<file path="src/sv/bir_fifo.sv">
module bir_fifo #(
    parameter int WIDTH = 8,
    parameter int DEPTH = 4
) (
    input  logic             i_clk,
    input  logic             i_rst_n,
    input  logic             i_push,
    input  logic [WIDTH-1:0] i_data,
    output logic             o_full,
    input  logic             i_pop,
    output logic [WIDTH-1:0] o_data,
    output logic             o_empty
);

    localparam int PW = $clog2(DEPTH);
    localparam int CW = $clog2(DEPTH + 1);

    logic [WIDTH-1:0] r_slot [DEPTH];
    logic [PW-1:0]    r_wr_ptr, r_rd_ptr;
    logic [CW-1:0]    r_count;
    logic             w_push, w_pop;

    assign o_full  = (r_count == CW'(DEPTH));
    assign o_empty = (r_count == '0);
    assign w_push  = i_push && !o_full;
    assign w_pop   = i_pop && !o_empty;
    assign o_data  = r_slot[r_rd_ptr];

    // pointers and fill count
    always_ff @(posedge i_clk) begin
        if (!i_rst_n) begin
            r_wr_ptr <= '0;
            r_rd_ptr <= '0;
            r_count  <= '0;
        end else begin
            if (w_push) begin
                r_wr_ptr <= (r_wr_ptr == PW'(DEPTH - 1)) ? '0 : r_wr_ptr + 1'b1;
            end
            if (w_pop) begin
                r_rd_ptr <= (r_rd_ptr == PW'(DEPTH - 1)) ? '0 : r_rd_ptr + 1'b1;
            end
            if (w_push && !w_pop) begin
                r_count <= r_count + 1'b1;
            end else if (w_pop && !w_push) begin
                r_count <= r_count - 1'b1;
            end
        end
    end

    // storage
    always_ff @(posedge i_clk) begin
        if (w_push) begin
            r_slot[r_wr_ptr] <= i_data;
        end
    end

endmodule

</file>
<file path="config.mk">
export PLATFORM = sky130hd
export DESIGN_NAME = bir_fifo
export DESIGN_NICKNAME = d
export VERILOG_FILES = /design/src/sv/bir_fifo.sv
export SDC_FILE = /design/constraint.sdc
export NUM_CORES = 1
export LEC_CHECK = 0
export BUFFER_PORTS_ARGS = -buffer_cell sky130_fd_sc_hd__clkbuf_2
export CAP_MARGIN = 40
export CORE_MARGIN = 5
export CORE_UTILIZATION = 35
export DETAILED_ROUTE_END_ITERATION = 6
export HOLD_SLACK_MARGIN = 0.15
export SLEW_MARGIN = 20
export SYNTH_ARGS = -nofsm -noshare
export SYNTH_HDL_FRONTEND = slang
export SYNTH_SLANG_ARGS = --single-unit
</file>
<file path="constraint.sdc">
create_clock -name i_clk -period 3.9 [get_ports i_clk]
set_clock_uncertainty 0.1 [all_clocks]
set_input_delay 0.78 -clock i_clk [delete_from_list [all_inputs] [get_ports i_clk]]
set_output_delay 0.78 -clock i_clk [all_outputs]
set_load 0.1 [all_outputs]
</file>
==> metrics, run 1 <==
Die Height 78.25 um; cell count after synthesis 93; overall routing resource usage 9.707%; initial antenna violation count 0; largest net degree at the start of global routing 13; Yosys cell types 23; Flop pwr share 40.6%; RD Place Congestion 0.7073; Gate power share 40.7%; Main synth FF type edfxtp_1; DRT iter0 DRCs 39; DRC viols 0; clk_lat worst skew 0.28 ns; Switching Share 43.74%; dpl ws 1.132 ns; vias per inst 4.759; final hold violation count 0; drt wl/cell 15.64 um; met3 usage 3.547%; RSZ-0062 raised after global routing false; setup violators final 0; Final Util 42.15%; Nets 136; cells along the critical path mux4_2, clkbuf_2; clk buf depth 2; CP Class reg -> out; met1 GRT Util 10.84%; Max Fclk 353.6 MHz; CORE AREA 4444 sq um; dpl cells 162; Power Dens Cells 786.1 nW/um^2; Lkg Pwr 0.6811 nW; TritonCTS clock tree yes; Bufs and invs on worst path 1; Slew @ Worst Pin 0.5878 ns; Synthesized Nets 112; GR Layer Usage met2 17.47%; Worst Hold Slack 0.3969 ns; Post-DP HPWL 1.827 mm; Tcrit/Tclk final 72.51%; Post-CTS Setup Bufs 0; max incr delay on CP 0.70 ns; area delta synth->final 14.89%; DR pass1 iterations 4; fillers 417; relative slew slack 60.76%; status finished clean; Setup TNS 0 ns; minimum clock period 2.828 ns; cts repair resizes 0; dominant cell by count in the synthesized netlist edfxtp_1; largest cells by area after synthesis edfxtp_1, dfxtp_1, mux4_2, ha_1, and2_1; sequential area share after synthesis 69.99%; CTS H-Tree Depth 2; final std cells w/o fill 170; Top delay family on crit path flip-flops; Worst setup EP type primary output; die area 6123 sq um; share of cells above drive strength 1 30.51%; Clock Pin Slew Worst Setup and Hold Paths 0.07 ns; reg2reg start r_count[0]; Slowest-stage cell, CP dfxtp_1; crit start category flop; gr busiest metal met2; GRT overflow 0; cell area after synthesis 1630 sq um; Int Power 0.8284 mW; max_cap viols 0; syn_area_per_cell 17.53 sq um; num rows 24; Num CTS Buffers 5; post-synth top area cell edfxtp_1; top cells by count, synth edfxtp_1, dfxtp_1, mux4_2; CP max FO 8; clock group share of total power 18.7%; Hold Crit Class reg -> reg; ANT cells 0; Port Buffers 21; Final ANT Viol Nets 0; Die X 78.25 um; Starting Density 36.68%; setup ws final 1.072 ns; max-slew violation count 0; Net Sw Power 0.6440 mW; global-route wire length before repair 4.485 mm; Syn. warnings 0; CP Data Arrival Time 1.95 ns; EDFF count, synth 32; IO Pins 22; CTS Sinks 41; WL final 2.658 mm; VDD IR max 0.3919 mV; WP data required 3.02 ns; Clk Tree Root Cell clkbuf_8; share of the synthesized area in the top cell type 58.94%; cts hold-fix bufs 0; min-delay src r_wr_ptr[1]; Seq cells post-synth 41; vias after detailed routing 809; vias in the first global route 924; ys async rst share 0%
-- kinds of logic (layout without fill, tap and decap cells) --
group / after synthesis / in the layout / share of synthesized area [%]
mux: 11 / 11 / 12.89
fa+ha+maj: 7 / 7 / 5.833
xor+xnor: 2 / 2 / 1.075
flops: 41 / 41 / 69.99
compound gates: 5 / 5 / 1.842
buf+inv: 7 / 32 / 1.765
simple gates: 20 / 20 / 6.600
-- layout by cell type, fill, tap and decap left out, types with 2 or more instances in the layout --
cell	n
inv_1	3
clkbuf_8	6
nand2_1	6
mux2i_1	3
nor2_1	2
ha_1	6
edfxtp_1	32
o21ai_0	3
dfxtp_1	9
and2_1	5
clkbuf_2	21
nand3_1	2
nor2b_1	2
mux4_2	8
clkbuf_1	2
-- tightest hold or removal path, cell delays in order (launching register included) --
cell and delay (ns):
dfxtp_1 0.34, nand2_1 0.06, mux2i_1 0.05
-- registers in the layout (all words and copies together), names as in the netlist, named ones only --
signal	count
r_count	3
r_rd_ptr	2
r_slot	32
r_wr_ptr	2
-- per-stage QoR --
step | power, mW | instance area, sq um
2_1_floorplan | 1.120 | 1630
3_3_place_gp | 1.203 | 1783
3_5_place_dp | 1.217 | 1783
4_1_cts | 1.496 | 1873
5_1_grt | 1.545 | 1873
6_report | 1.472 | 1873
-- path summary, 6_finish.rpt --
kind                       to  slack [ns]  cells after the start
hold reg to reg   r_wr_ptr[1]        0.40                      2
hold / removal    r_wr_ptr[1]        0.40                      2
setup / recovery    o_data[1]        1.07                      2
setup reg to reg   r_count[2]        1.41                      8
-- cell type report --
| type | instances | area (sq um) | area share [%] |
|---|---|---|---|
| inverter | 3 | 11.26 | 0.6012 |
| sequential | 41 | 1141 | 60.92 |
| timing repair buffer | 21 | 105.1 | 5.611 |
| multi-input combinational | 45 | 460.4 | 24.58 |
| clock buffer | 8 | 90.09 | 4.810 |
| tap | 52 | 65.06 | 3.474 |
-- power groups by stage --
stage | logic (mW) | registers, mW | clock network (mW)
after floorplan | 0.548 | 0.573 | 0
after detailed placement | 0.606 | 0.612 | 0
after CTS | 0.607 | 0.602 | 0.286
after global placement | 0.598 | 0.605 | 0
after global routing | 0.628 | 0.610 | 0.307
final | 0.599 | 0.597 | 0.276
-- routing by layer --
layer / share of wire (%) / wire length [um]
met1: 43 / 1152
met2: 51 / 1347
met3: 5.0 / 132
met4: 0.98 / 26
met5: 0 / 0
No activity file was read; power rests on OpenSTA's default activity.
==> inputs of run 2 (changes only) <==
- clock period: 3.9 -> 2.35 ns (I/O delays scaled with it)
==> run 2 against run 1 <==
  * Combinational power rose by 82%
  * Count of clock-buffer cells in the layout down 3
  * First-iteration DRC count increased by 100%
  * Routed wire length shrank 1.8%
  * Via count up 5.3%
  * Die area did not move
  * Cell count grew 1.8%
  * Clock power is 50% higher
  * Register-to-register slack got worse by 1.3 ns
  * Global-route usage shrank 0.19 points
  * Sequential cell count unchanged
  * Sequential power is 63% higher
  * Largest power group unchanged
  * Highest routed layer unchanged
==> metrics, run 2 (synthesis results as in run 1) <==
Flop pwr share 39.3% (was 40.6%); relative slew slack 63.70% (was 60.76%); Post-CTS Setup Bufs 0 (unchanged); number of flip-flops in the largest register 32 (unchanged); Regs by FF count r_slot x32, r_count x3 (unchanged); GRT overflow 0 (unchanged); commonest non-fill, non-tap cells in the layout edfxtp_1, clkbuf_2, mux4_2, nand2_1, dfxtp_1 (was edfxtp_1, clkbuf_2, dfxtp_1, mux4_2); initial antenna violation count 0 (unchanged); VDD IR max 0.6105 mV (was 0.3919 mV); Bufs and invs on worst path 2 (was 1); drt wl/cell 15.08 um (was 15.64 um); CORE AREA 4444 sq um (unchanged); Top delay family on crit path buffers and inverters (was flip-flops); share of cells above drive strength 1 38.02% (was 30.51%); Setup TNS 0 ns (unchanged); setup violators final 0 (unchanged); Tcrit/Tclk final 96.51%; WP data required 1.78 ns (was 3.02 ns); CP Data Arrival Time 1.70 ns (was 1.95 ns); CP max FO 8 (unchanged); DRT iter0 DRCs 78 (was 39); Clock Pin Slew Worst Setup and Hold Paths 0.07 ns (about the same); cells along the critical path buf_4, mux4_2, clkbuf_2 (was mux4_2, clkbuf_2); status finished clean (unchanged); clk_lat worst skew 0.28 ns (about the same); final hold violation count 0 (unchanged); CTS Sinks 41 (unchanged); WL final 2.609 mm (was 2.658 mm); final std cells w/o fill 173 (was 170); Max Fclk 440.9 MHz; vias per inst 4.925 (was 4.759); largest net degree at the start of global routing 13 (unchanged); Num CTS Buffers 5 (unchanged); Slowest-stage cell, CP mux4_2 (was dfxtp_1); Final Util 43.24% (was 42.15%); Nets 139 (was 136); dpl cells 165 (was 162); TritonCTS clock tree yes (unchanged); CTS H-Tree Depth 2 (unchanged); DR pass1 iterations 4 (unchanged); RSZ-0062 raised after global routing false (unchanged); Lkg Pwr 0.6946 nW (was 0.6811 nW); Clk Tree Root Cell clkbuf_8 (unchanged); max incr delay on CP 0.51 ns (was 0.70 ns); Hold Crit Class in -> reg (was reg -> reg); Post-DP HPWL 1.874 mm (was 1.827 mm); Net Sw Power 1.085 mW (was 0.6440 mW); Final ANT Viol Nets 0 (unchanged); IO Pins 22 (unchanged); Starting Density 36.68% (unchanged); crit start category flop (unchanged); RD Place Congestion 0.6836 (was 0.7073); num rows 24 (unchanged); Worst Hold Slack 0.3034 ns (was 0.3969 ns); die area 6123 sq um (unchanged); Gate power share 44.0% (was 40.7%); overall routing resource usage 9.518% (was 9.707%); Final Power 2.476 mW (was 1.472 mW); max-slew violation count 0 (unchanged); vias in the first global route 900 (was 924); Die X 78.25 um (unchanged); Int Power 1.390 mW (was 0.8284 mW); minimum clock period 2.268 ns; Port Buffers 21 (unchanged); Die Height 78.25 um (unchanged); DRC viols 0 (unchanged); area delta synth->final 17.88% (was 14.89%); vias after detailed routing 852 (was 809); CP Class reg -> out (unchanged); ANT cells 0 (unchanged); Slew @ Worst Pin 0.5469 ns (was 0.5878 ns); clk buf depth 2 (unchanged); Worst setup EP type primary output (unchanged); clock group share of total power 16.7% (was 18.7%); largest register by flop count r_slot (unchanged); Power Dens Cells 1288 nW/um^2 (was 786.1 nW/um^2); global-route wire length before repair 4.340 mm (was 4.485 mm); commonest non-fill, non-tap cell in the layout edfxtp_1 (unchanged); max_cap viols 0 (unchanged); Switching Share 43.84% (was 43.74%)
run 2: worst reg2reg max path, cell delays in order (launching register included):
cell,delay [ns]
dfxtp_2,0.37
o31ai_1,0.47
ha_4,0.22
inv_2,0.04
fa_2,0.37
xor2_1,0.15
or3_1,0.30
a21boi_1,0.11
run 2: worst paths after layout:
kind / slack [ns] / cells after the start / startpoint / endpoint
hold reg to reg: 0.40 / 2 / r_wr_ptr[1] / r_wr_ptr[1]
setup reg to reg: 0.15 / 7 / r_count[1] / r_count[2]
setup / recovery: 0.08 / 3 / flop / o_data[3]
hold / removal: 0.30 / 1 / i_data[1] / r_slot[1][1]
run 2: through the flow:
| stage | area [sq um] | setup slack [ns] |
|---|---|---|
| floorplan | 1665 | -0.1992 |
| global placement | 1841 | 0.2422 |
| detailed placement | 1841 | 0.1466 |
| CTS | 1922 | 0.03280 |
| global route | 1922 | 0.0005383 |
| finish | 1922 | 0.08192 |
run 2: metal layers:
| metal | vias to the layer above | track usage [%] | share of wire [%] |
|---|---|---|---|
| li1 | 403 | - | - |
| met1 | 417 | 10.42 | 40 |
| met2 | 25 | 15.84 | 52 |
| met3 | 7 | 4.119 | 5.6 |
| met4 | 0 | 4.720 | 2.1 |
| met5 | - | 0 | 0 |
run 2: layout make-up:
cell class | count | area (sq um)
repair buffers | 24 | 130.1
flip-flops and latches | 41 | 1147
well taps | 52 | 65.06
multi-input cells | 45 | 486.7
inverters | 3 | 11.26
clock buffers | 5 | 68.82
fillers | 412 | 2522
clock inverters | 3 | 12.51
run 2: power groups by stage:
stage	registers [mW]	clock network [mW]	logic, mW
CTS	0.975	0.432	1.11
floorplan	0.964	0	0.938
global placement	0.982	0	1.08
finish	0.973	0.414	1.09
detailed placement	0.992	0	1.10
global route	0.988	0.463	1.15
run 2: repair_timing:
action	4_1_cts	5_1_grt
hold buffers	0	0
resized for setup	0	5
setup endpoints to repair	0	5
==> inputs of run 3 (changes only) <==
- ABC_AREA: not set -> 1
==> run 3 against run 2 <==
  * Die area increased by 3.3%
  * Routed wire length increased by 32%
  * First-iteration DRC count decreased by 17%
  * Area after synthesis increased by 3.8%
  * Register-to-register slack improved by 0.15 ns
  * Maximum frequency increased by 4.0%
==> metrics, run 3 <==
num rows 25 (was 24); commonest non-fill, non-tap cells in the layout nor2_1, edfxtp_1, inv_1, nand2_1, o21ai_0 (was edfxtp_1, clkbuf_2, mux4_2, nand2_1, dfxtp_1); share of cells above drive strength 1 24.44% (was 38.02%); CORE AREA 4723 sq um (was 4444 sq um); Worst Hold Slack 0.3028 ns (was 0.3034 ns); DRT iter0 DRCs 65 (was 78); die area 6327 sq um (was 6123 sq um); dpl cells 239 (was 165); destination of the worst hold path r_slot[0][1] (was r_slot[1][1]); Slew @ Worst Pin 0.5383 ns (was 0.5469 ns); RSZ-0062 raised after global routing false (unchanged); R2R setup slack 0.30 ns (was 0.15 ns); largest net degree at the start of global routing 17 (was 13); Nets 198 (was 139); Die Height 79.55 um (was 78.25 um); Final ANT Viol Nets 0 (unchanged); RD Place Congestion 0.7751 (was 0.6836); final std cells w/o fill 247 (was 173); Hold Crit Class in -> reg (unchanged); Starting Density 35.84% (was 36.68%); Min-Delay Path Depth 1 (unchanged); cell count after synthesis 148 (was 93); reg2reg path depth 12 (was 7); number of flip-flops in the largest register 32 (unchanged); EDFF count, synth 32 (unchanged); minimum clock period 2.180 ns (was 2.268 ns); Yosys cell types 18 (was 23); FF-to-FF End r_count[2] (unchanged); reg2reg start r_count[0] (was r_count[1]); sequential area share after synthesis 67.41% (was 69.99%); CTS Sinks 41 (unchanged); Max Fclk 458.7 MHz (was 440.9 MHz); vias per inst 4.672 (was 4.925); WL final 3.432 mm (was 2.609 mm); largest register by flop count r_slot (unchanged); setup violators final 0 (unchanged); initial antenna violation count 0 (unchanged); Clk Tree Root Cell clkbuf_8 (unchanged); global-route wire length before repair 6.078 mm (was 4.340 mm); Seq cells post-synth 41 (unchanged); post-synth top area cell edfxtp_1 (unchanged); Main synth FF type edfxtp_1 (unchanged); CP Data Arrival Time 1.61 ns (was 1.70 ns); clk_lat worst skew 0.28 ns (about the same); fillers 455 (was 412); Worst setup EP type primary output (unchanged); cts hold-fix bufs 0 (unchanged); Clock Pin Slew Worst Setup and Hold Paths 0.07 ns (about the same); Num CTS Buffers 5 (unchanged); min-delay src i_data[1] (unchanged); WP data required 1.78 ns (about the same); commonest non-fill, non-tap cell in the layout nor2_1 (was edfxtp_1); Regs by FF count r_slot x32, r_count x3 (unchanged); crit start category flop (unchanged); final hold violation count 0 (unchanged); Post-CTS Setup Bufs 0 (unchanged); IO Pins 22 (unchanged); vias after detailed routing 1,154 (was 852); syn_area_per_cell 11.44 sq um (was 17.53 sq um); status finished clean (unchanged); overall routing resource usage 12.56% (was 9.518%); Post-DP HPWL 2.399 mm (was 1.874 mm); Tcrit/Tclk final 92.77% (was 96.51%); CTS H-Tree Depth 2 (unchanged); ys async rst share 0% (unchanged); max-slew violation count 0 (unchanged); TritonCTS clock tree yes (unchanged); cell area after synthesis 1693 sq um (was 1630 sq um); share of the synthesized area in the top cell type 56.76% (was 58.94%); DRC viols 0 (unchanged); max_cap viols 0 (unchanged); largest cells by area after synthesis edfxtp_1, dfxtp_1, nor2_1, ha_1, o21ai_0 (was edfxtp_1, dfxtp_1, mux4_2, ha_1, and2_1); drt wl/cell 13.89 um (was 15.08 um); CP Class reg -> out (unchanged); cts repair resizes 0 (unchanged); clk buf depth 2 (unchanged); CP max FO 9 (was 8); relative slew slack 64.26% (was 63.70%); vias in the first global route 1,325 (was 900); Port Buffers 21 (unchanged); Die X 79.55 um (was 78.25 um); DR pass1 iterations 5 (was 4); ANT cells 0 (unchanged); GRT overflow 0 (unchanged); Syn. warnings 0 (unchanged); Synthesized Nets 167 (was 112); area delta synth->final 20.62% (was 17.88%); Setup TNS 0 ns (unchanged); dominant cell by count in the synthesized netlist nor2_1 (was edfxtp_1); top cells by count, synth nor2_1, edfxtp_1, inv_1 (was edfxtp_1, dfxtp_1, mux4_2)
-- run 3: worst max path at each step --
stage,startpoint,endpoint,slack [ns],cells past startpoint
6_report,flop,o_data[6],0.17,4
5_1_grt,flop,o_data[0],0.02,4
4_1_cts,flop,o_data[6],0.09,4
3_5_place_dp,r_count[0],r_count[2],0.34,12
3_3_place_gp,flop,o_data[5],0.42,4
2_1_floorplan,flop,o_data[6],0.29,3
-- run 3: logic make-up after synthesis --
family | share of synthesized area (%)
buffers and inverters | 5.543
AND/OR/NAND/NOR | 11.90
flip-flops | 67.41
adder cells (fa/ha/maj) | 5.617
AO/OA/AOI/OAI | 9.535
-- run 3: metrics by stage --
stage / worst slack [ns] / util (%) / area, sq um
2_1_floorplan: 0.2861 / - / 1743
3_3_place_gp: 0.4203 / 41.54 / 1962
3_5_place_dp: 0.3399 / 41.54 / 1962
4_1_cts: 0.08523 / 43.23 / 2042
5_1_grt: 0.02010 / 43.23 / 2042
6_report: 0.1698 / 43.23 / 2042
-- run 3: worst max-delay path, stage by stage, from the launching register on --
cell	delay (ns)
dfxtp_1	0.41
inv_1	0.28
o21ai_2	0.10
o22ai_2	0.09
buf_2	0.44
-- run 3: metal layers --
metal  global-route usage [%]  share of wire (%)
met5                        0                  0
met4                    4.124               0.90
met2                    22.62                 54
met3                    4.628                6.9
met1                    13.47                 38
-- run 3: layout make-up --
cell class                 count  area, sq um  share of cell area [%]
sequential                    41         1141                   55.88
inverter                      19        71.32                   3.493
clock buffer                   8        80.08                   3.922
timing repair buffer          26        157.7                   7.721
multi-input combinational     86        508.0                   24.88
tap                           67        83.83                   4.105
Power of run 3 is not shown: default switching activity piles up to over one toggle a cycle in this logic, so the estimate is an artifact.
